===== src/sv/cgpp_pkg.sv =====
package cgpp_pkg;

  // Width of the number to split and of the larger prime
  localparam int NUM_WIDTH = 16;
  // The smaller prime never exceeds half the number
  localparam int SMALL_WIDTH = NUM_WIDTH - 1;
  // Bit counter for the serial remainder
  localparam int CNT_WIDTH = $clog2(NUM_WIDTH + 1);

  // Status of the serial remainder unit
  typedef struct packed {
    logic busy;
    logic done;
    logic zero;
  } rem_stat_t;

  // Status of the trial-division prime tester
  typedef struct packed {
    logic busy;
    logic done;
    logic is_prime;
  } prime_stat_t;

endpackage


===== src/sv/cgpp_rem.sv =====
// Restoring remainder, one dividend bit per cycle.
module cgpp_rem (
  input  logic                           clk,
  input  logic                           rst,
  input  logic                           start,
  input  logic [cgpp_pkg::NUM_WIDTH-1:0] dividend,
  input  logic [cgpp_pkg::NUM_WIDTH-1:0] divisor,
  output cgpp_pkg::rem_stat_t            stat
);

  logic                           busy;
  logic                           done;
  logic [cgpp_pkg::CNT_WIDTH-1:0] cnt;
  logic [cgpp_pkg::NUM_WIDTH-1:0] rem;
  logic [cgpp_pkg::NUM_WIDTH-1:0] dv;
  logic [cgpp_pkg::NUM_WIDTH-1:0] dsr;
  logic [cgpp_pkg::NUM_WIDTH:0]   trial;
  logic [cgpp_pkg::NUM_WIDTH:0]   diff;
  logic [cgpp_pkg::NUM_WIDTH-1:0] rem_next;

  // Bring down the next dividend bit and subtract if it fits
  always_comb begin
    trial = {rem, dv[cgpp_pkg::NUM_WIDTH-1]};
    diff  = trial - {1'b0, dsr};
    if (trial >= {1'b0, dsr}) begin
      rem_next = diff[cgpp_pkg::NUM_WIDTH-1:0];
    end else begin
      rem_next = trial[cgpp_pkg::NUM_WIDTH-1:0];
    end
  end

  // Control: count the bits down
  always_ff @(posedge clk) begin
    if (rst) begin
      busy <= 1'b0;
      done <= 1'b0;
      cnt  <= '0;
    end else begin
      done <= 1'b0;
      if (start && !busy) begin
        busy <= 1'b1;
        cnt  <= cgpp_pkg::CNT_WIDTH'(cgpp_pkg::NUM_WIDTH);
      end else if (busy) begin
        cnt <= cnt - 1'b1;
        if (cnt == cgpp_pkg::CNT_WIDTH'(1)) begin
          busy <= 1'b0;
          done <= 1'b1;
        end
      end
    end
  end

  // Datapath: shift the dividend out, update the partial remainder
  always_ff @(posedge clk) begin
    if (start && !busy) begin
      rem <= '0;
      dv  <= dividend;
      dsr <= divisor;
    end else if (busy) begin
      rem <= rem_next;
      dv  <= {dv[cgpp_pkg::NUM_WIDTH-2:0], 1'b0};
    end
  end

  assign stat.busy = busy;
  assign stat.done = done;
  assign stat.zero = (rem == '0);

endmodule


===== config.mk =====
export PLATFORM = sky130hd
export DESIGN_NAME = cgpp_rem
export DESIGN_NICKNAME = d
export VERILOG_FILES = /design/src/sv/cgpp_pkg.sv /design/src/sv/cgpp_rem.sv
export SDC_FILE = /design/constraint.sdc
export NUM_CORES = 1
export LEC_CHECK = 0
export ABC_AREA = 1
export BUFFER_PORTS_ARGS = -buffer_cell sky130_fd_sc_hd__clkbuf_2
export CAP_MARGIN = 0
export CORE_MARGIN = 4
export CORE_UTILIZATION = 45
export CTS_CLUSTER_SIZE = 28
export DETAILED_ROUTE_END_ITERATION = 7
export PLACE_DENSITY = 0.77
export SYNTH_ARGS = -nofsm -noshare
export SYNTH_HDL_FRONTEND = slang
export SYNTH_SLANG_ARGS = --single-unit

===== constraint.sdc =====
create_clock -name clk -period 1.85 [get_ports clk]
set_input_delay 0.0925 -clock clk [delete_from_list [all_inputs] [get_ports clk]]
set_output_delay 0.0925 -clock clk [all_outputs]
set_load 0.05 [all_outputs]

; ---- Word-level counts from Yosys, hierarchy flattened
; Cells that the tools add are included.
[classes]
addsub = 2
eq_ne = 1
n_reduce_logical = 6
n_mux = 9
magnitude_cmp = 1
bitwise = 1
[ops]
columns = operator, count
row1 = 16-bit 2-to-1 mux, 3
row2 = 17-bit by 16-bit greater-or-equal comparator with 1-bit output, 1
row3 = 16-bit logical NOT, 1
row4 = 16-bit subtractor, 1
row5 = 5-bit 2-to-1 mux, 2
row6 = 5-bit by 1-bit equality test with 1-bit output (second input constant), 1
row7 = 5-bit by 1-bit subtractor with 5-bit output (second input constant), 1
row8 = 1-bit 2-to-1 mux, 4
row9 = 3-bit OR reduction, 1
row10 = 2-bit nonzero test, 1
row11 = 2-bit OR reduction, 1
row12 = 1-bit logical AND, 1
row13 = 1-bit logical NOT, 1
row14 = 1-bit NOT, 1
[totals]
out_inout_bits = 3
regBits = 55
wordCells = 27
inputBits = 35

; ---- Longest topological paths before layout
; Gate-level depths: netlist of run 1.
[depth]
word_depth = 4
mapped_depth = 14
depth_no_buf = 14

; ---- Worst setup path before layout of run 1
; Ideal clock, no wire load.
[synth_path]
path_kind = register to output
startpoint = reg rem[15] in the netlist's numbering
endpoint = out stat[0] in the netlist's numbering
path_stages_with_launch = 4
n_path_buf = 0
slack_ps = -263
required_ps = 1757
arrival_time_ps = 2021
path_cell_list = dfxtp_1 > nor2_1 > nand3_1 > nor4_1
[synth_rtl]
columns = item, line_no
row1 = "start, declared", cgpp_rem.sv:14  ; logic [cgpp_pkg::NUM_WIDTH-1:0] rem;
row2 = "start signal, assigned", cgpp_rem.sv:60  ; rem <= rem_next;
row3 = "end, declared", cgpp_rem.sv:8  ; output cgpp_pkg::rem_stat_t stat

; ---- Final worst setup path of run 1
[layout_path]
startpoint = reg dv[15] in the netlist's numbering
endpoint = reg rem[14] in the netlist's numbering
[layout_via]
elab_chain_len = 2
word_cells_on_any_way = 3
cone_classes = 1 x add/sub / 1 x order compare / 1 x mux
[layout_rtl]
columns = item, line_no
row1 = "start, declared", cgpp_rem.sv:15  ; logic [cgpp_pkg::NUM_WIDTH-1:0] dv;
row2 = "start signal, assigned", cgpp_rem.sv:57  ; dv <= dividend;
row3 = "start signal, assigned", cgpp_rem.sv:61  ; dv <= {dv[cgpp_pkg::NUM_WIDTH-2:0], 1'b0};
row4 = 16-bit subtractor or 17-bit by 16-bit greater-or-equal comparator with 1-bit output (tied branches), "cgpp_rem.sv:24, cgpp_rem.sv:25"
row5 = 16-bit 2-to-1 mux (*), cgpp_rem.sv:25  ; if (trial >= {1'b0, dsr}) begin
; Mark *: on every way between the ends. The rest lies on a longest branch, timed or not.
; A chain may end at the register's enable or synchronous reset.

==> metrics.md, run 1 <==
| Metric | Value |
|---|---|
| Data arrival time of the critical path | `2.06 ns` |
| Starting density of the core | `0.472` |
| Post-synth EDFFs | `32` |
| Count of maximum capacitance violations | `0` |
| Number of hold violations in the final report | `0` |
| Power per standard cell area | `1460 mW/mm²` |
| Share of async-settable or async-resettable flops after synthesis | `0` |
| Time the worst path needs with I/O delays and setup | `1.85 ns` |
| Critical path, cell by cell | `inv_2 -> ha_4 -> inv_2 -> fa_2 -> nand2_2 -> nand2_4 -> nand2_2 -> nand2_2 -> nand2_2 -> nand2_1 -> nand2_1 -> nand3_2 -> nand2_1 -> nand2_1` |
| Final-layout fill cell count | `604` |
| Setup Crit Path Kind | `reg -> reg` |
| Synthesized area divided by synthesized cell count | `7.42 µm²` |
| Mux share of post-synthesis cell area | `0` |
| Longest Clk Path Bufs | `2` |
| Yosys top cell area share | `0.275` |
| Number of clock buffers inserted by TritonCTS | `5` |
| Launching element type of the critical path | `register` |
| Instance count after placement with tap cells included | `631` |
| Htree depth | `2` |
| Worst rel slew slack | `0.806` |
| Width of the die | `96.1 µm` |
| Wire length of the first global-routing pass | `14.3 mm` |
| Share of the core filled with cells in the final layout | `0.649` |
| DR vias | `3379` |
| Overall power after layout | `7.03 mW` |
| Setup repair after global routing missed its margin | `yes` |
| CP max-delay cell | `sky130_fd_sc_hd__edfxtp_1` |
| Dominant combinational cell family by area after synthesis | `simple AND/OR/NAND/NOR gates` |
| 1st-pass router iterations | `4` |
| Largest stage delay, worst path | `0.39 ns` |
| Minimum setup slack among reg-to-reg paths | `0.001 ns` |
| Rows | `31` |
| Max Freq | `0.541 GHz` |
| Critical path endpoint category | `register` |
| Share of cells above drive strength 1 | `0.316` |
| Clock-pin slew on the worst setup and hold paths | `0.10 ns` |
| Cell count of the worst reg-to-reg path | `14` |
| Total wire length after detailed routing | `9.35 mm` |
| Number of antenna cells inserted | `0` |
| Capture endpoint of the worst hold path | `dv[12]` |
| Hold Crit Class | `in -> reg` |
| Global placer's final weighted congestion | `0.899` |
| Leakage component of the power | `2.38 nW` |
| Fraction of the mapped netlist area in adder cells | `0.0702` |
| Worst Max-Slew Pin Slew | `0.291 ns` |
| Simple-gate share of the synthesized area | `0.361` |
| Number of library cell types mapped by synthesis | `37` |
| Port-buffer cells | `37` |
| GRT Total Usage | `0.198` |
| Yosys reg bits | `55` |
| Sequential element share of the synthesized area | `0.407` |
| Worst-case clock skew | `0.00683 ns` |
| Most used flip-flop cell after synthesis | `sky130_fd_sc_hd__edfxtp_1` |
| Most frequent cells after synthesis | `169 x sky130_fd_sc_hd__nand2_1, 81 x sky130_fd_sc_hd__inv_1, 42 x sky130_fd_sc_hd__nand3_1, 32 x sky130_fd_sc_hd__edfxtp_1` |
| Mapped cell area | `0.00349 mm²` |
| Area enclosed by the die boundary | `0.00924 mm²` |
| Worst hold path cell count | `3` |
| Antenna-violating nets left | `0` |
| Result of the run | `completed` |
| Synth Warn # | `0` |
| I/O pins | `38` |
| Compound-Gate Fraction of Synth Area | `0.0311` |
| Top cells by area in the synthesized netlist | `sky130_fd_sc_hd__edfxtp_1 27%, sky130_fd_sc_hd__nand2_1 18%, sky130_fd_sc_hd__dfxtp_1 13%` |
| Worst VDD drop | `0.000602 V` |
| Critical Path RT | `2.06 ns` |
| Die Ht | `96.1 µm` |
| CTS tree | `built` |
| Layout Cell Area excl Fill | `0.00481 mm²` |
| Post-route clock period utilization | `0.999` |
| Core Area | `0.00741 mm²` |
| Number of setup violations in the final report | `0` |
| Routed vias/inst | `5.07` |
| Parity-gate share of the synthesized area counting xor and xnor cells | `0.0175` |
| CTS root buf | `sky130_fd_sc_hd__clkbuf_8` |
| Drt drc | `0` |
| Largest net degree at the start of global routing | `25` |
| Cell area after placement | `0.00402 mm²` |
| Area growth from synthesis to layout | `37.6%` |
| Finished Layout Cells | `666` |
| Synthesized instance count | `471` |
| Count of routing violations after the opening detailed-route iteration | `235` |
| Worst hold slack | `0.0394 ns` |
| HPWL after detailed placement | `6.31 mm` |
| Total congestion overflow | `0` |
| Number of slew-limit violations in the final report | `0` |
| Largest area contributor in the synthesized netlist | `sky130_fd_sc_hd__edfxtp_1` |
| Per-cell routed wire length | `14.0 µm` |
| Sinks on the clock net | `55` |
| Terminus of the critical flop-to-flop path | `rem[14]` |
| Initial antenna violation count | `0` |
| Highest net fanout along the worst path | `4` |
| Worst hold path startpoint | `dividend[12]` |
| Clock insertion delay at the later pin of the skew report | `0.31 ns` |
| Most common cell in the netlist | `sky130_fd_sc_hd__nand2_1` |
| Net count after synthesis | `525` |
| Worst reg2reg startpoint | `dv[15]` |
| Layout net count | `620` |
| Via count of the first global-routing pass | `3242` |
-- how the worst max path moves through the flow --
stage,startpoint,to,slack (ns),cells past startpoint
final,dv[15],rem[14],0.001,14
after global routing,dv[15],rem[14],-0.10,14
after CTS,dsr[3],rem[3],0.004,13
after detailed placement,dv[15],rem[14],-0.12,14
after global placement,dv[15],rem[14],-0.07,14
after floorplan,dv[15],rem[8],0.1,11
-- through the flow --
stage / setup slack [ns] / TNS (ns)
after floorplan: 0.0965 / 0
after global placement: -0.0748 / -0.0760
after detailed placement: -0.116 / -0.615
after CTS: 0.00428 / 0
after global routing: -0.100 / -0.992
final: 0.000980 / 0
-- kinds of logic (layout without fill, tap and decap cells) --
kind of cell,Yosys count,count (layout)
and+or+nand+nor,277,280
adders and majority gates,19,19
AOI/OAI and AO/OA,20,20
DFF,55,55
buffers and inverters,93,186
xor gates and xnor gates,7,7
-- power breakdown --
group          switching (mW)  internal (mW)
combinational            2.47           1.96
sequential              0.232           1.55
clock                   0.408          0.405
-- layout by cell type, fill, tap and decap left out, types with 2 or more instances in the layout --
cell type,n
sky130_fd_sc_hd__nand3_2,14
sky130_fd_sc_hd__inv_2,10
sky130_fd_sc_hd__dfxtp_1,23
sky130_fd_sc_hd__ha_4,16
sky130_fd_sc_hd__nor2_4,4
sky130_fd_sc_hd__nand3_1,32
sky130_fd_sc_hd__clkbuf_2,36
sky130_fd_sc_hd__nand2_8,3
sky130_fd_sc_hd__nor2_1,21
sky130_fd_sc_hd__dlygate4sd3_1,17
sky130_fd_sc_hd__o21ai_1,4
sky130_fd_sc_hd__xnor2_1,4
sky130_fd_sc_hd__clkbuf_8,5
sky130_fd_sc_hd__edfxtp_1,32
sky130_fd_sc_hd__a21oi_2,4
sky130_fd_sc_hd__nor3_1,3
sky130_fd_sc_hd__or2_2,3
sky130_fd_sc_hd__nand4_1,9
sky130_fd_sc_hd__nor2_2,2
sky130_fd_sc_hd__buf_4,37
sky130_fd_sc_hd__buf_12,3
sky130_fd_sc_hd__ha_1,2
sky130_fd_sc_hd__nand2_4,8
sky130_fd_sc_hd__nand2_1,149
sky130_fd_sc_hd__nand2_2,22
sky130_fd_sc_hd__a21oi_1,8
sky130_fd_sc_hd__and2_1,2
sky130_fd_sc_hd__inv_1,73
sky130_fd_sc_hd__xor2_1,2
-- critical path, delay by kind of cell, from the launching register on --
kind	cells	cell delay, ns
fa+ha+maj	2	0.50
buf+inv	2	0.12
flops	1	0.39
simple gates	10	0.74
-- layer usage --
metal | GRT usage | vias to the layer above | share of wire | wire length (µm)
met5 | 0 | - | 0 | 0
met4 | 0.0616 | 0 | 0.024 | 225
met3 | 0.0430 | 20 | 0.062 | 576
met2 | 0.339 | 119 | 0.51 | 4750
met1 | 0.247 | 1561 | 0.41 | 3800
li1 | - | 1679 | - | -
-- cell type report --
cell class              count  area, µm²  share of cell area
well taps                  99        124              0.0258
clock buffers               5       68.8              0.0143
repair buffers             95        718               0.149
flip-flops and latches     55       1420               0.296
inverters                  83        312              0.0648
multi-input cells         326       2120               0.441
clock inverters             3       42.5             0.00885
-- flip-flops by register name (all words and copies together) (netlist names) --
register and cells:
rem 16, busy 1, dsr 16, cnt 5, done 1, dv 16
-- timing repair --
action | in CTS | in global routing
hold buffers | 17 | 0
setup buffers | 0 | 6
endpoints found under the setup margin | 15 | 16
gates resized for setup | 14 | 68
pin swaps | 3 | 32
cloned | 2 | 2
endpoints found under the hold margin | 18 | 0
Power figures use the tool's default switching activity.
==> run 2, diff against run 1 <==
PLACE_DENSITY = 0.66   (was 0.77)
==> metrics.md, run 2 (synthesis gave the netlist of run 1 again) <==
| Metric | Value |
|---|---|
| Result of the run | `completed` |
| Starting density of the core | `0.472` |
| Wire length of the first global-routing pass | `13.8 mm` |
| GRT Total Usage | `0.191` |
| Area enclosed by the die boundary | `0.00924 mm²` |
| Setup repair after global routing missed its margin | `yes` |
| Hold Crit Class | `in -> reg` |
| Total net switching power | `3.04 mW` |
| Via count of the first global-routing pass | `3057` |
| Sinks on the clock net | `55` |
| Area growth from synthesis to layout | `37.0%` |
| Setup Crit Path Kind | `reg -> reg` |
| Number of clock buffers inserted by TritonCTS | `5` |
| HPWL after detailed placement | `6.18 mm` |
| Largest net degree at the start of global routing | `24` |
| Sw Share | `0.440` |
| Register share of total power | `0.256` |
| Max Freq | `0.542 GHz` |
| Combinational share of power | `0.637` |
| Time the worst path needs with I/O delays and setup | `1.84 ns` |
| Minimum setup slack among reg-to-reg paths | `0.007 ns` |
| Antenna-violating nets left | `0` |
| Largest registers | `dsr x16, dv x16, rem x16` |
| Worst rel slew slack | `0.800` |
| Worst VDD drop | `0.000669 V` |
| Layout net count | `621` |
| Setup TNS | `0 ns` |
| Number of antenna cells inserted | `0` |
| Die Ht | `96.1 µm` |
| Launching element type of the critical path | `register` |
| Per-cell routed wire length | `13.6 µm` |
| Initial antenna violation count | `0` |
| Clock-pin slew on the worst setup and hold paths | `0.11 ns` |
| Routed vias/inst | `5.02` |
| Data arrival time of the critical path | `2.05 ns` |
| Commonest cells after routing, fill and taps aside | `146 x sky130_fd_sc_hd__nand2_1, 72 x sky130_fd_sc_hd__inv_1, 37 x sky130_fd_sc_hd__clkbuf_2, 35 x sky130_fd_sc_hd__buf_4` |
| Most common library cell in the layout ignoring fill and taps | `sky130_fd_sc_hd__nand2_1` |
| DR vias | `3348` |
| Critical path endpoint category | `register` |
| Highest net fanout along the worst path | `8` |
| Leakage component of the power | `2.38 nW` |
| Port-buffer cells | `37` |
| 1st-pass router iterations | `4` |
| Worst-case clock skew | `0.00705 ns` |
| Width of the die | `96.1 µm` |
| Rows | `31` |
| Clock network fraction of design power | `0.107` |
| Post-route clock period utilization | `0.996` |
| Worst Max-Slew Pin Slew | `0.300 ns` |
| Place WS | `-0.0562 ns` |
| Power per standard cell area | `1440 mW/mm²` |
| Overall power after layout | `6.91 mW` |
| Count of routing violations after the opening detailed-route iteration | `152` |
| CTS root buf | `sky130_fd_sc_hd__clkbuf_8` |
| Number of slew-limit violations in the final report | `0` |
| I/O pins | `38` |
| Drt drc | `0` |
| Internal power of the cells | `3.87 mW` |
| Total congestion overflow | `0` |
| Count of maximum capacitance violations | `0` |
| Total wire length after detailed routing | `9.04 mm` |
| Share of cells above drive strength 1 | `0.320` |
| Htree depth | `2` |
| Core Area | `0.00741 mm²` |
| Critical Path RT | `2.06 ns` |
| Crit path setup slack, layout | `0.00651 ns` |
| Global placer's final weighted congestion | `0.927` |
| Longest Clk Path Bufs | `2` |
| CTS tree | `built` |
| Number of setup violations in the final report | `0` |
| Number of hold violations in the final report | `0` |
| Clock insertion delay at the later pin of the skew report | `0.31 ns` |
-- run 2: cell count changes in the layout (fill, tap and decap cells not counted), moves of 3 or more --
cell	change
sky130_fd_sc_hd__ha_4	-3
sky130_fd_sc_hd__nor2_2	+3
sky130_fd_sc_hd__nand2_1	-3
sky130_fd_sc_hd__a21oi_2	-3
sky130_fd_sc_hd__nand2_4	-3
sky130_fd_sc_hd__nand2_2	+6
-- run 2: worst paths after layout --
kind,endpoint,startpoint,cells after the start
hold reg to reg,cnt[1],cnt[1],2
setup / recovery,rem[6],dsr[2],11
setup reg to reg,rem[6],dsr[2],11
hold / removal,dv[6],dividend[6],3
-- run 2: through the flow --
stage,instance area (µm²),hold slack [ns],instances,utilization
after floorplan,3500,0.162,471,-
after global placement,4050,0.269,633,0.546
after detailed placement,4050,0.271,633,0.546
after CTS,4440,0.0213,658,0.599
after global routing,4790,0.0360,667,0.646
final,4790,0.0337,667,0.646
-- run 2: routing by layer --
metal | track usage | wire, µm
met1 | 0.241 | 3850
met4 | 0.0604 | 246
met5 | 0 | 0
met2 | 0.329 | 4460
met3 | 0.0328 | 485
-- run 2: layout make-up --
| type | count | area [µm²] |
|---|---|---|
| sequential | 55 | 1420 |
| clock inverter | 2 | 17.5 |
| tap | 99 | 124 |
| multi-input combinational | 326 | 2080 |
| fill | 635 | 2620 |
| clock buffer | 6 | 82.6 |
| timing repair buffer | 96 | 754 |
| inverter | 83 | 312 |
-- run 2: power groups by stage --
stage / sequential, mW / combinational (mW) / clock, mW
final: 1.77 / 4.40 / 0.738
after global routing: 1.79 / 4.80 / 0.810
after CTS: 1.73 / 3.62 / 0.767
after detailed placement: 1.72 / 3.43 / 0
after global placement: 1.71 / 3.38 / 0
after floorplan: 1.69 / 2.41 / 0
-- run 2: worst max-delay path, stage by stage (launching register included) --
cell and delay [ns]:
sky130_fd_sc_hd__edfxtp_1 0.34, sky130_fd_sc_hd__inv_1 0.04, sky130_fd_sc_hd__ha_2 0.37, sky130_fd_sc_hd__nand2_1 0.08, sky130_fd_sc_hd__nor2_2 0.15, sky130_fd_sc_hd__nand3_2 0.14
sky130_fd_sc_hd__nand3_4 0.17, sky130_fd_sc_hd__nand2_8 0.11, sky130_fd_sc_hd__nand2_8 0.13, sky130_fd_sc_hd__nand2_2 0.05, sky130_fd_sc_hd__nand3_1 0.06, sky130_fd_sc_hd__nand2_1 0.07
-- run 2: timing repair --
| action | CTS | global route |
|---|---|---|
| hold endpoints to repair | 19 | 0 |
| buffers inserted | 0 | 5 |
| pin swaps | 1 | 26 |
| endpoints found under the setup margin | 16 | 16 |
| hold buffers | 17 | 0 |
| gates cloned | 0 | 4 |
| resized for setup | 18 | 58 |
